File: config.mk
export PLATFORM = sky130hd
export DESIGN_NAME = crlf_line_splitter_core
export DESIGN_NICKNAME = d
export VERILOG_FILES = /design/src/rtl/core/crlfls_pkg.sv /design/src/rtl/core/crlfls_step.sv /design/src/rtl/core/crlf_line_splitter_core.sv
export SDC_FILE = /design/constraint.sdc
export NUM_CORES = 1
export LEC_CHECK = 0
export BUFFER_PORTS_ARGS = -buffer_cell sky130_fd_sc_hd__buf_4
export CAP_MARGIN = 25
export CORE_MARGIN = 2
export CORE_UTILIZATION = 54
export DETAILED_ROUTE_END_ITERATION = 6
export PLACE_DENSITY = 0.74
export SYNTH_ARGS = -nofsm -noshare
export SYNTH_HDL_FRONTEND = slang
export SYNTH_SLANG_ARGS = --single-unit
File: constraint.sdc
create_clock -name aclk -period 5 [get_ports aclk]
set_input_delay 1.5 -clock aclk [delete_from_list [all_inputs] [get_ports aclk]]
set_output_delay 1.5 -clock aclk [all_outputs]
set_load 0.02 [all_outputs]
File: src/rtl/core/crlfls_pkg.sv
// crlfls_pkg: shared types and constants for the crlf line splitter
// no dependencies; imported by crlfls_step, crlf_line_splitter_core and the dv checker and testbench
`default_nettype none

package crlfls_pkg;

    localparam logic [7:0] CHAR_CR = 8'h0D;
    localparam logic [7:0] CHAR_LF = 8'h0A;

    // line phase; the unused code behaves as an open line
    typedef enum logic [1:0] {
        PH_OPEN    = 2'd0,
        PH_RUN     = 2'd1,
        PH_DISCARD = 2'd2
    } phase_t;

    typedef struct packed {
        logic [7:0] byte_val;
        logic       has_byte;
        logic       line_done;
        logic       overflowed;
    } res_head_t;

endpackage

`default_nettype wire

File: src/rtl/core/crlfls_step.sv
// crlfls_step: per-byte line framing decision, purely combinational
// depends on crlfls_pkg
`default_nettype none

module crlfls_step #(
    parameter int LINE_MAX = 512,
    parameter int LEN_W    = 10
) (
    input  wire logic                 binary_mode,
    input  wire crlfls_pkg::phase_t   phase,
    input  wire logic [LEN_W-1:0]     fill,
    input  wire logic [7:0]           data_byte,
    input  wire logic                 chunk_end,
    output crlfls_pkg::res_head_t     r0_head,
    output logic      [LEN_W-1:0]     r0_len,
    output crlfls_pkg::res_head_t     r1_head,
    output logic      [LEN_W-1:0]     r1_len,
    output logic      [1:0]           n_res,
    output crlfls_pkg::phase_t        phase_next,
    output logic      [LEN_W-1:0]     fill_next
);
    import crlfls_pkg::*;

    localparam logic [LEN_W-1:0] LMAX  = LEN_W'(LINE_MAX);
    localparam logic [LEN_W-1:0] LMAX2 = LEN_W'(LINE_MAX + 2);

    logic             nl;
    logic             bin_clear;
    phase_t           bp;
    logic [LEN_W-1:0] bf;
    logic             bare;
    logic [LEN_W-1:0] base;
    logic [LEN_W-1:0] g;
    logic             bdone;

    assign nl = (data_byte == CHAR_CR) || (data_byte == CHAR_LF);

    always_comb begin
        r0_head    = '0;
        r1_head    = '0;
        r0_len     = '0;
        r1_len     = '0;
        n_res      = 2'd0;
        phase_next = phase;
        fill_next  = fill;
        bin_clear  = 1'b0;
        bp         = PH_OPEN;
        bf         = '0;
        bare       = 1'b0;
        base       = '0;
        g          = '0;
        bdone      = 1'b0;
        if (!binary_mode) begin
            if (phase == PH_DISCARD) begin
                if (nl) begin
                    phase_next = PH_RUN;
                end
            end else if (phase == PH_RUN && nl) begin
                phase_next = PH_RUN;
            end else begin
                phase_next = PH_OPEN;
                if (fill >= LMAX) begin
                    r0_head    = '{byte_val: 8'h00, has_byte: 1'b0, line_done: 1'b1,
                                   overflowed: 1'b1};
                    r0_len     = LMAX2;
                    n_res      = 2'd1;
                    fill_next  = '0;
                    phase_next = nl ? PH_RUN : PH_DISCARD;
                end else if (nl) begin
                    r0_head    = '{byte_val: 8'h00, has_byte: 1'b0, line_done: 1'b1,
                                   overflowed: 1'b0};
                    r0_len     = LEN_W'(fill + 2'd2);
                    n_res      = 2'd1;
                    fill_next  = '0;
                    phase_next = PH_RUN;
                end else begin
                    g         = LEN_W'(fill + 1'b1);
                    fill_next = g;
                    r0_head   = '{byte_val: data_byte, has_byte: 1'b1, line_done: 1'b0,
                                  overflowed: 1'b0};
                    r0_len    = g;
                    n_res     = 2'd1;
                    if (g >= LMAX && chunk_end) begin
                        r1_head   = '{byte_val: 8'h00, has_byte: 1'b0, line_done: 1'b1,
                                      overflowed: 1'b1};
                        r1_len    = LMAX2;
                        n_res     = 2'd2;
                        fill_next = '0;
                    end
                end
            end
            if (chunk_end && phase_next != PH_OPEN) begin
                phase_next = PH_OPEN;
                fill_next  = '0;
            end
        end else begin
            bin_clear = (phase != PH_OPEN && phase != PH_RUN) ||
                        (phase == PH_RUN && fill == '0);
            bp = bin_clear ? PH_OPEN : phase;
            bf = bin_clear ? '0 : fill;
            if (bp == PH_RUN && nl) begin
                g       = LEN_W'(bf + 1'b1);
                bdone   = (g >= LMAX2) || chunk_end;
                r0_head = '{byte_val: data_byte, has_byte: 1'b1, line_done: bdone,
                            overflowed: 1'b0};
                r0_len  = g;
                n_res   = 2'd1;
                phase_next = bdone ? PH_OPEN : PH_RUN;
                fill_next  = bdone ? '0 : g;
            end else begin
                bare  = (bp == PH_RUN) || (bf >= LMAX);
                base  = bare ? '0 : bf;
                g     = LEN_W'(base + 1'b1);
                bdone = nl ? (chunk_end || g >= LMAX2) : (chunk_end && g >= LMAX);
                if (bare) begin
                    r0_head = '{byte_val: 8'h00, has_byte: 1'b0, line_done: 1'b1,
                                overflowed: 1'b0};
                    r0_len  = bf;
                    r1_head = '{byte_val: data_byte, has_byte: 1'b1, line_done: bdone,
                                overflowed: 1'b0};
                    r1_len  = g;
                    n_res   = 2'd2;
                end else begin
                    r0_head = '{byte_val: data_byte, has_byte: 1'b1, line_done: bdone,
                                overflowed: 1'b0};
                    r0_len  = g;
                    n_res   = 2'd1;
                end
                phase_next = (!bdone && nl) ? PH_RUN : PH_OPEN;
                fill_next  = bdone ? '0 : g;
            end
        end
    end

endmodule

`default_nettype wire

File: src/rtl/core/crlf_line_splitter_core.sv
// crlf_line_splitter_core: splits a chunked byte stream into CR LF framed lines
// an accepted byte waits in the input register; its results wait in the result register
// throughput: one byte per cycle unless the output stalls; a two-item byte holds back the next byte
// the output keeps a two-slot result register, drained one item per cycle while m_tready is high
// reset: synchronous active-low aresetn clears phase, fill, binary mode and all valids
// depends on crlfls_pkg and crlfls_step
`default_nettype none

module crlf_line_splitter_core #(
    parameter  int LINE_MAX = 512,
    localparam int LEN_W    = $clog2(LINE_MAX + 3),
    localparam int TDATA_W  = ((10 + LEN_W + 7) / 8) * 8
) (
    input  wire logic               aclk,
    input  wire logic               aresetn,
    input  wire logic               cfg_we,
    input  wire logic               cfg_wdata,     // binary_mode
    input  wire logic               s_tvalid,
    output logic                    s_tready,
    input  wire logic [7:0]         s_tdata,       // data_byte
    input  wire logic               s_tlast,       // chunk_end
    output logic                    m_tvalid,
    input  wire logic               m_tready,
    output logic [TDATA_W-1:0]      m_tdata,       // out_byte, line_done, overflowed, line_length
    output logic                    m_tuser,       // has_byte
    output logic                    m_tlast        // last
);
    import crlfls_pkg::*;

    logic             binary_mode_reg;
    phase_t           phase_reg, phase_next;
    logic [LEN_W-1:0] fill_reg, fill_next;

    logic             in_valid_reg;
    logic [7:0]       in_byte_reg;
    logic             in_ce_reg;

    res_head_t        slot0_head_reg, slot1_head_reg;
    logic [LEN_W-1:0] slot0_len_reg, slot1_len_reg;
    logic             slot0_last_reg, slot1_last_reg;
    logic [1:0]       out_cnt_reg;

    res_head_t        r0_head, r1_head;
    logic [LEN_W-1:0] r0_len, r1_len;
    logic [1:0]       n_res;

    logic             out_fire;
    logic             proc_fire;
    logic             in_fire;
    logic [TDATA_W-1:0] tdata_w;

    crlfls_step #(
        .LINE_MAX (LINE_MAX),
        .LEN_W    (LEN_W)
    ) u_step (
        .binary_mode (binary_mode_reg),
        .phase       (phase_reg),
        .fill        (fill_reg),
        .data_byte   (in_byte_reg),
        .chunk_end   (in_ce_reg),
        .r0_head     (r0_head),
        .r0_len      (r0_len),
        .r1_head     (r1_head),
        .r1_len      (r1_len),
        .n_res       (n_res),
        .phase_next  (phase_next),
        .fill_next   (fill_next)
    );

    assign m_tvalid  = (out_cnt_reg != 2'd0);
    assign out_fire  = m_tvalid && m_tready;
    assign proc_fire = in_valid_reg &&
                       ((out_cnt_reg == 2'd0) || (out_cnt_reg == 2'd1 && m_tready));
    assign s_tready  = !in_valid_reg || proc_fire;
    assign in_fire   = s_tvalid && s_tready;

    always_comb begin
        tdata_w                = '0;
        tdata_w[7:0]           = slot0_head_reg.byte_val;
        tdata_w[8]             = slot0_head_reg.line_done;
        tdata_w[9]             = slot0_head_reg.overflowed;
        tdata_w[10 +: LEN_W]   = slot0_len_reg;
    end

    assign m_tdata = tdata_w;
    assign m_tuser = slot0_head_reg.has_byte;
    assign m_tlast = slot0_last_reg;

    // input register
    always_ff @(posedge aclk) begin
        if (!aresetn) begin
            in_valid_reg <= 1'b0;
        end else if (in_fire) begin
            in_valid_reg <= 1'b1;
        end else if (proc_fire) begin
            in_valid_reg <= 1'b0;
        end
        if (in_fire) begin
            in_byte_reg <= s_tdata;
            in_ce_reg   <= s_tlast;
        end
    end

    // line state and mode
    always_ff @(posedge aclk) begin
        if (!aresetn) begin
            binary_mode_reg <= 1'b0;
            phase_reg       <= PH_OPEN;
            fill_reg        <= '0;
        end else if (cfg_we) begin
            binary_mode_reg <= cfg_wdata;
            phase_reg       <= PH_OPEN;
            fill_reg        <= '0;
        end else if (proc_fire) begin
            phase_reg <= phase_next;
            fill_reg  <= fill_next;
        end
    end

    // two-slot result register
    always_ff @(posedge aclk) begin
        if (!aresetn) begin
            out_cnt_reg <= 2'd0;
        end else if (proc_fire) begin
            out_cnt_reg <= n_res;
        end else if (out_fire) begin
            out_cnt_reg <= out_cnt_reg - 2'd1;
        end
        if (proc_fire) begin
            slot0_head_reg <= r0_head;
            slot0_len_reg  <= r0_len;
            slot0_last_reg <= (n_res == 2'd1);
            slot1_head_reg <= r1_head;
            slot1_len_reg  <= r1_len;
            slot1_last_reg <= 1'b1;
        end else if (out_fire) begin
            slot0_head_reg <= slot1_head_reg;
            slot0_len_reg  <= slot1_len_reg;
            slot0_last_reg <= slot1_last_reg;
        end
    end

`ifndef SYNTHESIS
    a_discard_text_only: assert property (@(posedge aclk) disable iff (!aresetn)
        (phase_reg == PH_DISCARD) |-> !binary_mode_reg)
        else $error("discard phase in binary mode");

    a_fill_bound: assert property (@(posedge aclk) disable iff (!aresetn)
        fill_reg <= LEN_W'(LINE_MAX + 1))
        else $error("line fill beyond limit");

    a_bare_is_done: assert property (@(posedge aclk) disable iff (!aresetn)
        (m_tvalid && !m_tuser) |-> slot0_head_reg.line_done)
        else $error("bare item without line end");

    a_cnt_range: assert property (@(posedge aclk) disable iff (!aresetn)
        (out_cnt_reg == 2'd2) |-> (!slot0_last_reg && slot1_last_reg))
        else $error("result slots out of order");
`endif

endmodule

`default_nettype wire

# --- Word level (Yosys, flattened, before mapping) ---
# Index checks and enable logic that the tools add are counted.
totals:
  reg_bits: 68
  in_bits: 15
  out_inout_bits: 28
  elab_cells: 144
op_classes:
  n_addsub: 5
  magnitude_cmp: 6
  eq_ne: 10
  mux: 74
  bitwise_logic: 1
  n_reduce_logical: 30
op_table:
  columns: ["op", "count"]
  rows:
  - ["$mux W10", 29]
  - ["$mux W11", 16]
  - ["$ge A10 B10 Y1 const B", 6]
  - ["$mux W2", 21]
  - ["$add A10 B1 Y10 const B", 3]
  - ["$eq A8 B4 Y1 const B", 2]
  - ["$logic_and A1 B1 Y1", 12]
  - ["$add A10 B2 Y10 const B", 1]
  - ["$logic_not A10 Y1", 1]
  - ["$reduce_bool A2 Y1", 5]
  - ["$eq A2 B1 Y1 const B", 4]
  - ["$mux W1", 8]
  - ["$logic_or A1 B1 Y1", 7]
  - ["$ne A3 B3 Y1 const B", 2]
  - ["$reduce_and A3 Y1", 1]
  - ["$eq A2 B2 Y1 const B", 1]
  - ["$logic_not A1 Y1", 2]
  - ["$logic_not A2 Y1", 1]
  - ["$ne A2 B1 Y1 const B", 1]
  - ["$reduce_or A2 Y1", 1]
  - ["$sub A2 B1 Y2 const B", 1]
  - ["$not A1 Y1", 1]

# --- Longest topological paths before layout ---
depth:
  depth_word: 16
  depth_mapped: 17
  ltp_nobuf: 15

# --- By module ---
# From an unflattened synthesis, not the netlist that was laid out.
unflattened:
  cells_unflattened: 501
  hier_area_um2: 4705.8
by_module_without_submodules:
  columns: ["module", "instances", "cells_per_inst", "area_per_inst_um2", "seq_area_each_um2"]
  rows:
  - ["crlf_line_splitter_core", 1, 166, 2610.0, 1881.8]
  - ["crlfls_step", 1, 335, 2095.8, 0.0]

# --- Worst setup path before layout ---
# Ideal clock, no wire load.
synth_timing:
  path_kind: "reg2reg"
  startpoint: "reg fill_reg[0]"
  endpoint: "reg slot0_head_reg (netlist bit m_tdata[8]) (data pin)"
  setup_ns: 0.261
  arrival_time_ns: 3.465
  t_required_ns: 4.739
  slack_ns: 1.274
  stages_incl_launch_ff: 16
  n_path_buf: 2
  synth_period_minus_slack_ns: 3.726
  path_cell_list: "dfxtp_1 > buf_2 > inv_1 > ha_1 > nor4b_1 > a31o_2 > buf_4 > nor2_1 > inv_2 > ha_1 > ha_1 > xor2_1 > or3_4 > o41ai_4 > nand2_1 > a221o_1"
synth_via:
  elab_chain_len: 15
  word_cells_on_any_way: 27
  classes_between: "2 x add/sub; 5 x order compare; 1 x eq/ne; 11 x mux; 8 x reduce/logical"
synth_rtl:
  columns: ["element", "line_no", "rtl"]
  rows:
  - ["start: declaration", "crlf_line_splitter_core.sv:32", "logic [LEN_W-1:0] fill_reg, fill_next;"]
  - ["start signal: assignment", "crlf_line_splitter_core.sv:116", "fill_reg <= fill_next;"]
  - ["$logic_not A10 Y1", "crlfls_step.sv:98", "(phase == PH_RUN && fill == '0);"]
  - ["$logic_and A1 B1 Y1", "crlfls_step.sv:98", null]
  - ["$logic_or A1 B1 Y1", "crlfls_step.sv:97", "bin_clear = (phase != PH_OPEN && phase != PH_RUN) ||"]
  - ["$mux W10 / $mux W2 (equally long branches)", "crlfls_step.sv:100, crlfls_step.sv:99", null]
  - ["$ge A10 B10 Y1 / $eq A2 B1 Y1 (equally long branches)", "crlfls_step.sv:111, crlfls_step.sv:101", null]
  - ["$logic_or A1 B1 Y1", "crlfls_step.sv:111", "bare = (bp == PH_RUN) || (bf >= LMAX);"]
  - ["$mux W10", "crlfls_step.sv:112", "base = bare ? '0 : bf;"]
  - ["$add A10 B1 Y10", "crlfls_step.sv:113", "g = LEN_W'(base + 1'b1);"]
  - ["$ge A10 B10 Y1", "crlfls_step.sv:114", "bdone = nl ? (chunk_end || g >= LMAX2) : (chunk_end && g >= LMAX);"]
  - ["$logic_and A1 B1 Y1 / $logic_or A1 B1 Y1 (equally long branches)", "crlfls_step.sv:114", null]
  - ["$mux W1", "crlfls_step.sv:114", null]
  - ["$mux W11", "crlfls_step.sv:115", "if (bare) begin"]
  - ["$mux W11", "crlfls_step.sv:101", "if (bp == PH_RUN && nl) begin"]
  - ["$mux W11 (*)", "crlfls_step.sv:53", "if (!binary_mode) begin"]
  - ["$mux W11 (*)", "crlf_line_splitter_core.sv:129", "if (proc_fire) begin"]
  - ["end signal: assignment", "crlf_line_splitter_core.sv:130", "slot0_head_reg <= r0_head;"]
  - ["end signal: assignment", "crlf_line_splitter_core.sv:137", "slot0_head_reg <= slot1_head_reg;"]
  - ["end: declaration", "crlf_line_splitter_core.sv:38", "res_head_t slot0_head_reg, slot1_head_reg;"]
# Every way passes the cells marked *; elsewhere a longest branch is shown, timed or not.
# A chain may end at the register's enable or synchronous reset.

# --- Final worst setup path ---
# Ends and elaborated chain as after synthesis.

==> flow_summary.ini <==
[run_status]
outcome = completed

[worst_setup_path]
r2r_end = m_tdata[8]
cp_data_required_time_ns = 5.10
crit_arrival_ns = 4.48
startpoint = fill_reg[0]
crit_slowest_cell = dfxtp_1
worstSetupEndpoint = m_tdata[8]
slowest_delay_ns = 0.62
reg2reg_slack_ns = 0.62
cp_max_fo = 13
end_kind = flop
crit_family = compound AO/OA/AOI/OAI gates
path_class = flop to flop
cp_cell_sequence = inv_1, ha_1, nor4b_1, a31oi_1, nand2_1, inv_1, ha_1, nand3_1, o21ai_0, nor4b_1, a31oi_1, o311a_1, a221o_1
cp-start-kind = flop
crit_cells = 13
timing.rr.start = fill_reg[0]
critPathBufInv = 2
rr_worst_depth = 13

[routing]
ant_nets = 0
vias = 4001
via_per_inst = 6.48
routed_wl_microns = 12800
drt_pass1_iterations = 5
drt_drc_violations_left = 0
routedWlPerCell_microns = 20.7
drt_iter0_drc = 579

[clocking]
clock-sinks = 68
path_clk_slew_ns = 0.08
cts_hold_buf = 0
clk_latency_ns = 0.35
ctsResizeCount = 0
post-cts-setup-buffers = 0
cts_root_buffer = clkbuf_8
h-tree-depth = 3
numCtsBuffers = 9
cts_tree = built
clock_path_buffers = 2

[sta]
tightest_slew_ns = 0.948
finalMaxSlewViolations = 0
holdWs_ns = 0.461
fin_crit_ns = 4.38
tns_ns = 0
slew_headroom = 0.368
finalHoldViolations = 0
setup_viol = 0
fin_crit_sh = 0.876
rsz0062_at_grt = no
fmax_ghz = 0.228
finClkSkew_ns = 0.0104

[floorplanning]
rows = 32
dieArea_sq_um = 8790
fp.dieW_microns = 93.8
ioPinCount = 43
die_height_microns = 93.8
start_util = 0.560
design.core.area_sq_um = 7770

[finish]
fin_util = 0.634
final_area_sq_um = 4930
final_cell_mix = edfxtp_1, nor2_1, buf_4
drive_above_1_share = 0.153
diodes = 0
fin_nets = 534
largest_reg_flops = 11
final_common_cell = edfxtp_1
fin_cells = 617
synthToLayoutAreaGrowth_pct = 13.3

[logic_synthesis]
ys_types = 69
yosys_register_bits = 68
seq_area_frac_synth = 0.433
netlist_top_cells_area = edfxtp_1, dfxtp_1, nor2_1
ys.warnings.count = 0
syn_area_sq_um = 4350
yosys.area.top_type_share = 0.359
syn_inst = 478
syn_avg_cell_area_sq_um = 9.10
synth_ff_type = edfxtp_1
async_flop_share = 0
synth-edff-count = 52
yosys.area.top_type = edfxtp_1

[pwr]
p_per_area_nw_per_um2 = 335
power_leakage_nw = 1.88
vdd_drop_max_mv = 0.147

[hold_path]
min_from = out_cnt_reg[1]
hold_path_class = flop to flop

[place]
dp.cells = 601
hpwl_microns = 9130
placed_cell_area_sq_um = 4710
io_buffer_count = 38
gp_congestion = 1.14

[grt]
grt_pass1_vias = 3619
antenna_found_initial = 0
grt_pass1_wl_microns = 20200
grt_start_max_net_pins = 35
overflow = 0
grt_usage = 0.302

[job]
cap_violations = 0
==> tightest hold or removal path, stage by stage (launching register included) <==
cell	delay (ns)
dfxtp_1	0.31
nand2_1	0.04
a21boi_0	0.06
==> cell families after synthesis <==
kind of cell | share of synthesized area
flops | 0.433
buf+inv | 0.0541
simple gates | 0.207
mux | 0.0121
xor+xnor | 0.0483
other cells | 0.000862
compound gates | 0.217
fa+ha+maj | 0.0282
==> layer usage <==
layer / wire [microns] / GRT usage / vias up / share of wire
met3: 1300 / 0.0642 / 43 / 0.10
met5: 0 / 0 / - / 0
met1: 5450 / 0.447 / 1863 / 0.43
met2: 5520 / 0.430 / 264 / 0.43
li1: - / - / 1831 / -
met4: 493 / 0.122 / 0 / 0.039
==> worst min path at each step <==
stage | to | cells past startpoint
floorplan | out_cnt_reg[1] | 2
CTS | out_cnt_reg[1] | 2
global placement | out_cnt_reg[1] | 2
detailed placement | out_cnt_reg[1] | 2
global route | out_cnt_reg[1] | 2
finish | out_cnt_reg[1] | 2
==> Yosys cell counts (all sizes together) (3+ instances only) <==
cell / count
dfxtp: 16
a22o: 8
nor2: 51
inv: 14
a211oi: 3
and2: 11
a21o: 5
a31oi: 17
ha: 9
a221oi: 4
o41ai: 3
nor2b: 7
a21oi: 31
a41oi: 3
and4: 3
clkbuf: 20
nand2: 41
a22oi: 3
nand2b: 4
or2: 4
o22ai: 3
nand3: 13
xnor2: 11
edfxtp: 52
nor4b: 4
or3: 9
buf: 19
o21ai: 29
nand4: 6
o211ai: 10
xor2: 13
nor3: 12
mux2i: 3
==> where the power goes <==
part | switching, mW | internal [mW]
sequential | 0.0361 | 0.706
combinational | 0.258 | 0.146
clock | 0.222 | 0.281
total | 0.517 | 1.13
==> final cells by class <==
type / count / area, sq um
clock inverter: 6 / 87.6
sequential: 68 / 1880
clock buffer: 10 / 128
inverter: 14 / 52.6
multi-input combinational: 366 / 2270
timing repair buffer: 51 / 383
fill: 685 / 2840
tap: 102 / 128
==> per-stage QoR <==
step / worst slack, ns / total power, mW
floorplan: 1.27 / 1.01
global placement: 0.932 / 1.15
detailed placement: 0.782 / 1.15
CTS: 0.751 / 1.65
global route: 0.246 / 1.73
finish: 0.622 / 1.65
Power figures use the tool's default switching activity.
